===== config.mk =====
export PLATFORM = sky130hd
export DESIGN_NAME = realized_variance_tracker_unit
export DESIGN_NICKNAME = d
export VERILOG_FILES = /design/src/sv/rvt_pkg.sv /design/src/sv/rvt_mul.sv /design/src/sv/rvt_div.sv /design/src/sv/realized_variance_tracker_unit.sv
export VERILOG_INCLUDE_DIRS = /design/src /design/src/sv
export SDC_FILE = /design/constraint.sdc
export NUM_CORES = 2
export LEC_CHECK = 0
export ABC_AREA = 1
export BUFFER_PORTS_ARGS = -buffer_cell sky130_fd_sc_hd__buf_2
export CAP_MARGIN = 5
export CORE_UTILIZATION = 40
export DETAILED_ROUTE_END_ITERATION = 16
export PLACE_DENSITY = 0.55
export SLEW_MARGIN = 20
export SYNTH_ARGS = -nofsm -noshare
export SYNTH_HDL_FRONTEND = slang
export SYNTH_SLANG_ARGS = --single-unit
export TNS_END_PERCENT = 20

===== constraint.sdc =====
create_clock -name clk -period 8.6 [get_ports clk]
set_input_delay 0.43 -clock clk [delete_from_list [all_inputs] [get_ports clk]]
set_output_delay 0.43 -clock clk [all_outputs]
set_load 0.02 [all_outputs]

===== src/sv/realized_variance_tracker_unit_defines.svh =====
// Assertion macros used by the RTL top file.
`ifndef REALIZED_VARIANCE_TRACKER_UNIT_DEFINES_SVH
`define REALIZED_VARIANCE_TRACKER_UNIT_DEFINES_SVH

`ifndef NO_ASSERTIONS
`define RVT_ASSERT(label, prop, msg) \
    label: assert property (@(posedge clk) disable iff (!rst_n) prop) else $error(msg);
`define RVT_ASSERT_ALWAYS(label, prop, msg) \
    label: assert property (@(posedge clk) prop) else $error(msg);
`else
`define RVT_ASSERT(label, prop, msg)
`define RVT_ASSERT_ALWAYS(label, prop, msg)
`endif

`endif


===== src/sv/rvt_pkg.sv =====
package rvt_pkg;

    localparam int COUNT_BITS_DEF = 20;
    localparam int PRICE_BITS_DEF = 32;

    localparam int MUL_WIDTH = 64;
    localparam int MUL_DIGIT = 4;
    localparam int MUL_STEPS = MUL_WIDTH / MUL_DIGIT;
    localparam int DIV_WIDTH = 96;
    localparam int LOG_STEPS = 34;
    localparam int LOG_BITS  = 40;

    localparam logic [63:0] LN2_Q64      = 64'hB17217F7D1CF79AC;
    localparam logic [62:0] VAR_MAX      = 63'h7FFFFFFFFFFFFFFF;
    localparam logic [31:0] ANNUAL_RESET = 32'd16515072;
    localparam logic [19:0] TOTAL_RESET  = 20'd252;

    localparam logic [1:0] ST_RECORDED = 2'd0;
    localparam logic [1:0] ST_SEEDED   = 2'd1;
    localparam logic [1:0] ST_INVALID  = 2'd2;
    localparam logic [1:0] ST_FULL     = 2'd3;

    typedef enum logic [3:0] {
        S_IDLE,
        S_NORM,
        S_SQ_WAIT,
        S_LN_WAIT,
        S_DIFF,
        S_RET_WAIT,
        S_ACCUM,
        S_SCALE,
        S_VAR_WAIT,
        S_DIV_WAIT,
        S_EMIT
    } state_t;

endpackage


===== src/sv/rvt_mul.sv =====
module rvt_mul (
    input  logic                                 clk,
    input  logic                                 rst_n,
    input  logic                                 start,
    input  logic [rvt_pkg::MUL_WIDTH-1:0]        a,
    input  logic [rvt_pkg::MUL_WIDTH-1:0]        b,
    output logic                                 done,
    output logic [2*rvt_pkg::MUL_WIDTH-1:0]      prod
);

    localparam int W  = rvt_pkg::MUL_WIDTH;
    localparam int D  = rvt_pkg::MUL_DIGIT;
    localparam int CW = $clog2(rvt_pkg::MUL_STEPS);

    logic [W-1:0]   a_reg;
    logic [W-1:0]   b_reg;
    logic [2*W-1:0] acc_reg;
    logic [CW-1:0]  cnt_reg;
    logic           busy_reg;
    logic           done_reg;
    logic [W+D-1:0] partial;

    assign partial = (W + D)'(a_reg) * (W + D)'(b_reg[W-1 -: D]);

    always_ff @(posedge clk or negedge rst_n)
    begin
        if (!rst_n)
        begin
            busy_reg <= 1'b0;
            done_reg <= 1'b0;
            cnt_reg  <= '0;
        end
        else
        begin
            done_reg <= 1'b0;
            if (start)
            begin
                busy_reg <= 1'b1;
                cnt_reg  <= '0;
            end
            else if (busy_reg)
            begin
                cnt_reg <= cnt_reg + 1'b1;
                if (cnt_reg == CW'(rvt_pkg::MUL_STEPS - 1))
                begin
                    busy_reg <= 1'b0;
                    done_reg <= 1'b1;
                end
            end
        end
    end

    always_ff @(posedge clk)
    begin
        if (start)
        begin
            a_reg   <= a;
            b_reg   <= b;
            acc_reg <= '0;
        end
        else if (busy_reg)
        begin
            acc_reg <= {acc_reg[2*W-D-1:0], {D{1'b0}}} + (2*W)'(partial);
            b_reg   <= {b_reg[W-D-1:0], {D{1'b0}}};
        end
    end

    assign done = done_reg;
    assign prod = acc_reg;

endmodule


===== src/sv/rvt_div.sv =====
module rvt_div #(
    parameter int COUNT_BITS = rvt_pkg::COUNT_BITS_DEF
) (
    input  logic                           clk,
    input  logic                           rst_n,
    input  logic                           start,
    input  logic [rvt_pkg::DIV_WIDTH-1:0]  dividend,
    input  logic [COUNT_BITS-1:0]          divisor,
    output logic                           done,
    output logic [rvt_pkg::DIV_WIDTH-1:0]  quotient
);

    localparam int W  = rvt_pkg::DIV_WIDTH;
    localparam int CW = $clog2(W);

    logic [W-1:0]          dd_reg;
    logic [COUNT_BITS-1:0] dvs_reg;
    logic [COUNT_BITS-1:0] rem_reg;
    logic [CW-1:0]         cnt_reg;
    logic                  busy_reg;
    logic                  done_reg;
    logic [COUNT_BITS:0]   shifted;
    logic                  q_bit;

    assign shifted = {rem_reg, dd_reg[W-1]};
    assign q_bit   = (shifted >= {1'b0, dvs_reg});

    always_ff @(posedge clk or negedge rst_n)
    begin
        if (!rst_n)
        begin
            busy_reg <= 1'b0;
            done_reg <= 1'b0;
            cnt_reg  <= '0;
        end
        else
        begin
            done_reg <= 1'b0;
            if (start)
            begin
                busy_reg <= 1'b1;
                cnt_reg  <= '0;
            end
            else if (busy_reg)
            begin
                cnt_reg <= cnt_reg + 1'b1;
                if (cnt_reg == CW'(W - 1))
                begin
                    busy_reg <= 1'b0;
                    done_reg <= 1'b1;
                end
            end
        end
    end

    always_ff @(posedge clk)
    begin
        if (start)
        begin
            dd_reg  <= dividend;
            dvs_reg <= divisor;
            rem_reg <= '0;
        end
        else if (busy_reg)
        begin
            rem_reg <= q_bit ? COUNT_BITS'(shifted - {1'b0, dvs_reg})
                             : shifted[COUNT_BITS-1:0];
            dd_reg  <= {dd_reg[W-2:0], q_bit};
        end
    end

    assign done     = done_reg;
    assign quotient = dd_reg;

endmodule


===== src/sv/realized_variance_tracker_unit.sv =====
// Realized variance tracker.
// Input channel: spot_price with in_valid/in_stall; one beat per price.
// Output channel: status, realized_var, returns_done with out_valid/out_stall;
// exactly one beat per accepted price, in order.
// Configuration: APB port; annual_factor at 0x0, total_returns at 0x4.
// Flow from the accept edge to the output register: an invalid or refused
// price goes straight to the output. A seeding price runs up to 31
// normalizing shifts, a start, 34 squarings and one multiply by ln2, and
// then is stored. A recorded return adds to the log a square, an accumulate,
// a scale multiply, a divide and a store. The serial multiplier (4 bits per
// cycle) and the one-bit divider do the arithmetic; one price is worked at a
// time, and the next price is taken in the cycle after the result is loaded.
// Reset clears the accumulated state and loads annual_factor 252.0 and
// total_returns 252. While the receiver stalls, the output beat holds and the
// next price may be taken and worked; its result waits until the beat drains.
`include "realized_variance_tracker_unit_defines.svh"

module realized_variance_tracker_unit #(
    parameter int COUNT_BITS = rvt_pkg::COUNT_BITS_DEF,
    parameter int PRICE_BITS = rvt_pkg::PRICE_BITS_DEF
) (
    input  logic        clk,
    input  logic        rst_n,
    input  logic        psel,
    input  logic        penable,
    input  logic        pwrite,
    input  logic [2:0]  paddr,
    input  logic [31:0] pwdata,
    output logic [31:0] prdata,
    output logic        pready,
    input  logic        in_valid,
    output logic        in_stall,
    input  logic [31:0] spot_price,
    output logic        out_valid,
    input  logic        out_stall,
    output logic [1:0]  status,
    output logic [62:0] realized_var,
    output logic [19:0] returns_done
);

    localparam int M_SHIFT = 63 - PRICE_BITS;
    localparam int LW      = rvt_pkg::LOG_BITS;
    localparam int SW      = $clog2(rvt_pkg::LOG_STEPS);

    rvt_pkg::state_t state_reg, state_next;

    logic [31:0]           annual_reg;
    logic [19:0]           total_reg;
    logic                  have_prev_reg, have_prev_next;
    logic [LW-1:0]         prev_reg, prev_next;
    logic [63:0]           sum_reg, sum_next;
    logic [COUNT_BITS-1:0] count_reg, count_next;
    logic [62:0]           var_reg, var_next;
    logic [63:0]           m_reg, m_next;
    logic [5:0]            e_reg, e_next;
    logic [33:0]           frac_reg, frac_next;
    logic [SW-1:0]         step_reg, step_next;
    logic [LW-1:0]         cur_reg, cur_next;
    logic [63:0]           sq_reg, sq_next;
    logic [1:0]            stat_reg, stat_next;
    logic                  out_valid_reg, out_valid_next;
    logic [1:0]            out_status_reg, out_status_next;
    logic [62:0]           out_var_reg, out_var_next;
    logic [19:0]           out_done_reg, out_done_next;

    logic [PRICE_BITS-1:0] price;
    logic                  full;
    logic                  mul_start;
    logic [63:0]           mul_a;
    logic [63:0]           mul_b;
    logic                  mul_done;
    logic [127:0]          mul_prod;
    logic                  div_start;
    logic                  div_done;
    logic [95:0]           div_q;
    logic [63:0]           sq_m;
    logic [33:0]           frac_step;
    logic [63:0]           m_step;
    logic [LW-1:0]         diff;
    logic [64:0]           sum_add;
    logic                  cfg_wr;
    logic                  mul_wait;
    logic                  out_held;

    rvt_mul u_mul (
        .clk   (clk),
        .rst_n (rst_n),
        .start (mul_start),
        .a     (mul_a),
        .b     (mul_b),
        .done  (mul_done),
        .prod  (mul_prod)
    );

    rvt_div #(
        .COUNT_BITS (COUNT_BITS)
    ) u_div (
        .clk      (clk),
        .rst_n    (rst_n),
        .start    (div_start),
        .dividend (mul_prod[95:0]),
        .divisor  (count_reg),
        .done     (div_done),
        .quotient (div_q)
    );

    assign cfg_wr = psel && penable && pwrite;
    assign pready = 1'b1;
    assign prdata = paddr[2] ? 32'(total_reg) : annual_reg;

    always_ff @(posedge clk or negedge rst_n)
    begin
        if (!rst_n)
        begin
            annual_reg <= rvt_pkg::ANNUAL_RESET;
            total_reg  <= rvt_pkg::TOTAL_RESET;
        end
        else if (cfg_wr)
        begin
            if (paddr[2])
            begin
                total_reg <= pwdata[19:0];
            end
            else
            begin
                annual_reg <= pwdata;
            end
        end
    end

    assign price     = PRICE_BITS'(spot_price);
    assign full      = (33'(count_reg) >= 33'(total_reg)) || (&count_reg);
    assign sq_m      = mul_prod[125:62];
    assign frac_step = {frac_reg[32:0], sq_m[63]};
    assign m_step    = sq_m[63] ? {1'b0, sq_m[63:1]} : sq_m;
    assign diff      = (cur_reg >= prev_reg) ? (cur_reg - prev_reg) : (prev_reg - cur_reg);
    assign sum_add   = {1'b0, sum_reg} + {1'b0, sq_reg};
    assign in_stall  = (state_reg != rvt_pkg::S_IDLE);

    always_ff @(posedge clk or negedge rst_n)
    begin
        if (!rst_n)
        begin
            state_reg     <= rvt_pkg::S_IDLE;
            have_prev_reg <= 1'b0;
            prev_reg      <= '0;
            sum_reg       <= '0;
            count_reg     <= '0;
            var_reg       <= '0;
            out_valid_reg <= 1'b0;
        end
        else
        begin
            state_reg     <= state_next;
            have_prev_reg <= have_prev_next;
            prev_reg      <= prev_next;
            sum_reg       <= sum_next;
            count_reg     <= count_next;
            var_reg       <= var_next;
            out_valid_reg <= out_valid_next;
        end
    end

    always_ff @(posedge clk)
    begin
        m_reg          <= m_next;
        e_reg          <= e_next;
        frac_reg       <= frac_next;
        step_reg       <= step_next;
        cur_reg        <= cur_next;
        sq_reg         <= sq_next;
        stat_reg       <= stat_next;
        out_status_reg <= out_status_next;
        out_var_reg    <= out_var_next;
        out_done_reg   <= out_done_next;
    end

    always_comb
    begin
        state_next      = state_reg;
        have_prev_next  = have_prev_reg;
        prev_next       = prev_reg;
        sum_next        = sum_reg;
        count_next      = count_reg;
        var_next        = var_reg;
        m_next          = m_reg;
        e_next          = e_reg;
        frac_next       = frac_reg;
        step_next       = step_reg;
        cur_next        = cur_reg;
        sq_next         = sq_reg;
        stat_next       = stat_reg;
        out_status_next = out_status_reg;
        out_var_next    = out_var_reg;
        out_done_next   = out_done_reg;
        out_valid_next  = out_valid_reg && out_stall;
        mul_start       = 1'b0;
        mul_a           = '0;
        mul_b           = '0;
        div_start       = 1'b0;

        unique case (state_reg)
            rvt_pkg::S_IDLE:
            begin
                if (in_valid)
                begin
                    m_next = 64'(price) << M_SHIFT;
                    e_next = 6'(PRICE_BITS - 1);
                    if ((price == '0) || (annual_reg == '0))
                    begin
                        stat_next  = rvt_pkg::ST_INVALID;
                        state_next = rvt_pkg::S_EMIT;
                    end
                    else if (!have_prev_reg)
                    begin
                        state_next = rvt_pkg::S_NORM;
                    end
                    else if (full)
                    begin
                        stat_next  = rvt_pkg::ST_FULL;
                        state_next = rvt_pkg::S_EMIT;
                    end
                    else
                    begin
                        state_next = rvt_pkg::S_NORM;
                    end
                end
            end
            rvt_pkg::S_NORM:
            begin
                if (m_reg[62])
                begin
                    mul_start  = 1'b1;
                    mul_a      = m_reg;
                    mul_b      = m_reg;
                    step_next  = '0;
                    frac_next  = '0;
                    state_next = rvt_pkg::S_SQ_WAIT;
                end
                else
                begin
                    m_next = {m_reg[62:0], 1'b0};
                    e_next = e_reg - 1'b1;
                end
            end
            rvt_pkg::S_SQ_WAIT:
            begin
                if (mul_done)
                begin
                    frac_next = frac_step;
                    m_next    = m_step;
                    mul_start = 1'b1;
                    if (step_reg == SW'(rvt_pkg::LOG_STEPS - 1))
                    begin
                        mul_a      = 64'({e_reg, frac_step});
                        mul_b      = rvt_pkg::LN2_Q64;
                        state_next = rvt_pkg::S_LN_WAIT;
                    end
                    else
                    begin
                        mul_a     = m_step;
                        mul_b     = m_step;
                        step_next = step_reg + 1'b1;
                    end
                end
            end
            rvt_pkg::S_LN_WAIT:
            begin
                if (mul_done)
                begin
                    cur_next   = mul_prod[103:64] + LW'(mul_prod[63]);
                    state_next = rvt_pkg::S_DIFF;
                end
            end
            rvt_pkg::S_DIFF:
            begin
                if (!have_prev_reg)
                begin
                    prev_next      = cur_reg;
                    have_prev_next = 1'b1;
                    stat_next      = rvt_pkg::ST_SEEDED;
                    state_next     = rvt_pkg::S_EMIT;
                end
                else
                begin
                    mul_start  = 1'b1;
                    mul_a      = 64'(diff);
                    mul_b      = 64'(diff);
                    state_next = rvt_pkg::S_RET_WAIT;
                end
            end
            rvt_pkg::S_RET_WAIT:
            begin
                if (mul_done)
                begin
                    sq_next    = mul_prod[91:28] + 64'(mul_prod[27]);
                    state_next = rvt_pkg::S_ACCUM;
                end
            end
            rvt_pkg::S_ACCUM:
            begin
                sum_next   = sum_add[64] ? '1 : sum_add[63:0];
                count_next = count_reg + 1'b1;
                prev_next  = cur_reg;
                state_next = rvt_pkg::S_SCALE;
            end
            rvt_pkg::S_SCALE:
            begin
                mul_start  = 1'b1;
                mul_a      = 64'(annual_reg);
                mul_b      = sum_reg;
                state_next = rvt_pkg::S_VAR_WAIT;
            end
            rvt_pkg::S_VAR_WAIT:
            begin
                if (mul_done)
                begin
                    div_start  = 1'b1;
                    state_next = rvt_pkg::S_DIV_WAIT;
                end
            end
            rvt_pkg::S_DIV_WAIT:
            begin
                if (div_done)
                begin
                    var_next   = (|div_q[95:79]) ? rvt_pkg::VAR_MAX : div_q[78:16];
                    stat_next  = rvt_pkg::ST_RECORDED;
                    state_next = rvt_pkg::S_EMIT;
                end
            end
            rvt_pkg::S_EMIT:
            begin
                if (!out_valid_reg || !out_stall)
                begin
                    out_valid_next  = 1'b1;
                    out_status_next = stat_reg;
                    out_var_next    = var_reg;
                    out_done_next   = 20'(count_reg);
                    state_next      = rvt_pkg::S_IDLE;
                end
            end
            default:
            begin
                state_next = rvt_pkg::S_IDLE;
            end
        endcase
    end

    assign out_valid    = out_valid_reg;
    assign status       = out_status_reg;
    assign realized_var = out_var_reg;
    assign returns_done = out_done_reg;

    assign mul_wait = state_reg inside {rvt_pkg::S_SQ_WAIT, rvt_pkg::S_LN_WAIT,
                                        rvt_pkg::S_RET_WAIT, rvt_pkg::S_VAR_WAIT};
    assign out_held = out_valid_reg && out_stall;

    `RVT_ASSERT(a_mul_done_waited, mul_done |-> mul_wait, "multiplier finished outside a wait state")
    `RVT_ASSERT(a_div_done_waited, div_done |-> (state_reg == rvt_pkg::S_DIV_WAIT), "divider finished outside its wait state")
    `RVT_ASSERT(a_sum_monotonic, ##1 (sum_reg >= $past(sum_reg)), "sum of squared returns decreased")
    `RVT_ASSERT(a_seed_sticky, !$fell(have_prev_reg), "seed flag cleared outside reset")
    `RVT_ASSERT(a_hold, out_held |=> out_valid && $stable(out_var_reg), "beat changed under stall")

endmodule


==> metrics.txt <==
worst min path class=primary input to register; Reg area=25760 µm²; hold path cells=3; Clock Latency Late Sink=810 ps; Core ar.=171700 µm²; Initial Util=0.4033; Critical R2R Launch=u_mul.b_reg[61]; Fmax=160.5 MHz; via count=66260; most frequent cells in the layout=nand2_1, inv_1, nor2_1; EDFF count, synth=543; RSZ-0062 raised after global routing=no; final wirelength=313200 µm; drc violations=0; synth unique cells=65; H-tree depth=3; relative max-transition margin=0.1820; number of global-route vias before repair=61400; P&R area growth vs syn=10.89%; initial antenna violation count=22; Post-Syn Nets=10310; clock sink count=949; status=finished, final reports clean; CTS Root Cell=clkbuf_16; Die Y=418.1 µm; Worst setup EP type=register; Crit Path Class=register to register; CTS buffer count=110; largest net degree at the start of global routing=124; CTS Buffer Depth=3; HP Start=spot_price[0]; Final Slew Violations=0; Reg clk slew, reported paths=70 ps; I/O pin cnt=194; Net count, final=10450; cts repair resizes=0; crit-path max FO=46; share of cells above drive strength 1=0.05660; setup TNS=0 ps; r2r worst-path depth=20; first-pass GRT wire length=442400 µm; Die ar.=174800 µm²; crit start category=register; Yosys reg bits=949; DR WL/cell=25.39 µm; worst-margin pin slew=1214 ps; fin crit share=0.7245; final setup skew=60.08 ps; min cycle time layout=6231 ps; I/O Buffers=190; ys flop type=edfxtp_1; FFs w/ async S/R, synth=0.2740; detailed placement HPWL=255000 µm; Die X=418.1 µm; Final Hold Fails=0; Rows=152; Seq/Total Area, Yosys=0.3718; multi-input logic area=35090 µm²; total of max-cap violations=0; critical path data required time=9360 ps; FF-to-FF End=u_mul.prod[52]; GPL Wtd Cong=1.069; All-Layer GR Usage=0.3535; syn_area_per_cell=7.086 µm²; fillcell total=18070; CTS tree=built; antenna-violating nets left=0; drt initial violations=7832; internal reg-to-reg setup slack=2370 ps; Yosys warnings=0; Worst EP arrival=6990 ps; Post-Synthesis Cells=9773; DR vias/cell=5.371; Hold Path End=m_reg[31]; final count of negative-setup-slack endpoints=0; max reg flops=126; most common cell after layout, fill and taps aside=nand2_1; GRT overflow=0; Mapped Area=69260 µm²; Pre-antenna DRT Iters=6
-- worst max-delay path by stage --
stage	startpoint	to	slack [ps]	depth (start not counted)
after CTS	u_mul.b_reg[61]	u_mul.prod[124]	2600	22
after detailed placement	u_mul.b_reg[61]	u_mul.prod[52]	2660	20
after floorplan	state_reg[0]	m_reg[0]	800	8
after global placement	u_mul.b_reg[61]	u_mul.prod[52]	2640	20
final	u_mul.b_reg[61]	u_mul.prod[52]	2370	20
after global routing	u_mul.b_reg[61]	u_mul.prod[116]	2210	22
-- metal layers --
metal | GRT usage | share of wire | up-vias
met5 | 0 | 0.00028 | -
li1 | - | - | 30830
met2 | 0.5304 | 0.43 | 3111
met4 | 0.1680 | 0.056 | 12
met3 | 0.06984 | 0.095 | 521
met1 | 0.4865 | 0.42 | 31790
-- final cells by class --
cell class,count,area share
repair buffers,299,0.02483
clock inverters,59,0.009303
multi-input cells,6597,0.4569
clock buffers,151,0.03959
diodes,9,0.0002933
flip-flops and latches,949,0.3354
well taps,2310,0.03763
inverters,1962,0.09609
-- cells by family after synthesis --
family                   synth area share
AND/OR/NAND/NOR                    0.2750
buffers and inverters              0.1227
AO/OA/AOI/OAI                     0.09391
flip-flops                         0.3718
adder cells (fa/ha/maj)            0.1038
XOR/XNOR                          0.03200
multiplexers                    0.0006503
other                           0.0001084
-- worst max-delay path, cell delays in order (launching register included) --
cell and delay (ps):
edfxtp_1 980, buf_12 370, nand2_1 80, inv_1 70, fa_1 440, fa_1 550, inv_1 50, fa_1 490
inv_1 40, ha_1 380, nand2_1 130, nor2_1 460, inv_1 80, nor2_1 420, nand2_1 360, nor2_1 230
nand2_1 70, nand3_1 380, xor2_1 360, o21ai_1 100, inv_1 70
-- synth_stat cells, types with 8 or more instances --
master | instances | area share
nor3_2 | 9 | 0.0013
ha_1 | 269 | 0.049
o21bai_1 | 26 | 0.0028
nor3_1 | 77 | 0.0056
nor4_1 | 36 | 0.0033
o22ai_1 | 17 | 0.0015
nand2_2 | 9 | 0.00081
nor2_2 | 19 | 0.0017
nor2_4 | 8 | 0.0013
dfstp_2 | 12 | 0.0046
clkbuf_1 | 179 | 0.0097
inv_2 | 34 | 0.0018
edfxtp_1 | 543 | 0.24
nand3_1 | 462 | 0.033
xnor2_1 | 41 | 0.0052
o211ai_1 | 31 | 0.0034
inv_1 | 1925 | 0.10
buf_1 | 17 | 0.00092
a22o_1 | 8 | 0.0010
nand4_1 | 138 | 0.012
and2_1 | 10 | 0.00090
buf_2 | 50 | 0.0036
xor2_1 | 212 | 0.027
a31oi_1 | 19 | 0.0017
dfrtp_1 | 248 | 0.090
o21ai_1 | 50 | 0.0036
a22oi_1 | 12 | 0.0013
a21oi_1 | 451 | 0.033
o21ai_0 | 559 | 0.040
nand3b_1 | 16 | 0.0017
buf_4 | 8 | 0.00087
fa_1 | 191 | 0.055
dfxtp_1 | 146 | 0.042
o2111ai_1 | 14 | 0.0018
nand2_1 | 3016 | 0.16
nor2_1 | 832 | 0.045
-- what timing repair did --
action | 4_1_cts | 5_1_grt
setup buffers | 0 | 0
hold buffers | 33 | 0
hold endpoints to repair | 117 | 0
-- through the flow --
stage | cells | area (µm²) | hold WS, ps | utilization | worst slack, ps
CTS | 12330 | 76750 | 28.52 | 0.4469 | 2602
finish | 12340 | 76800 | 69.21 | 0.4472 | 2369
detailed placement | 12080 | 72660 | 431.6 | 0.4231 | 2655
floorplan | 9773 | 69260 | 134.4 | - | 804.2
global route | 12330 | 76780 | 37.57 | 0.4471 | 2213
global placement | 12080 | 72650 | 433.1 | 0.4231 | 2640
Power is not shown: default switching activity piles up to over one toggle a cycle in this logic, so the estimate is an artifact.
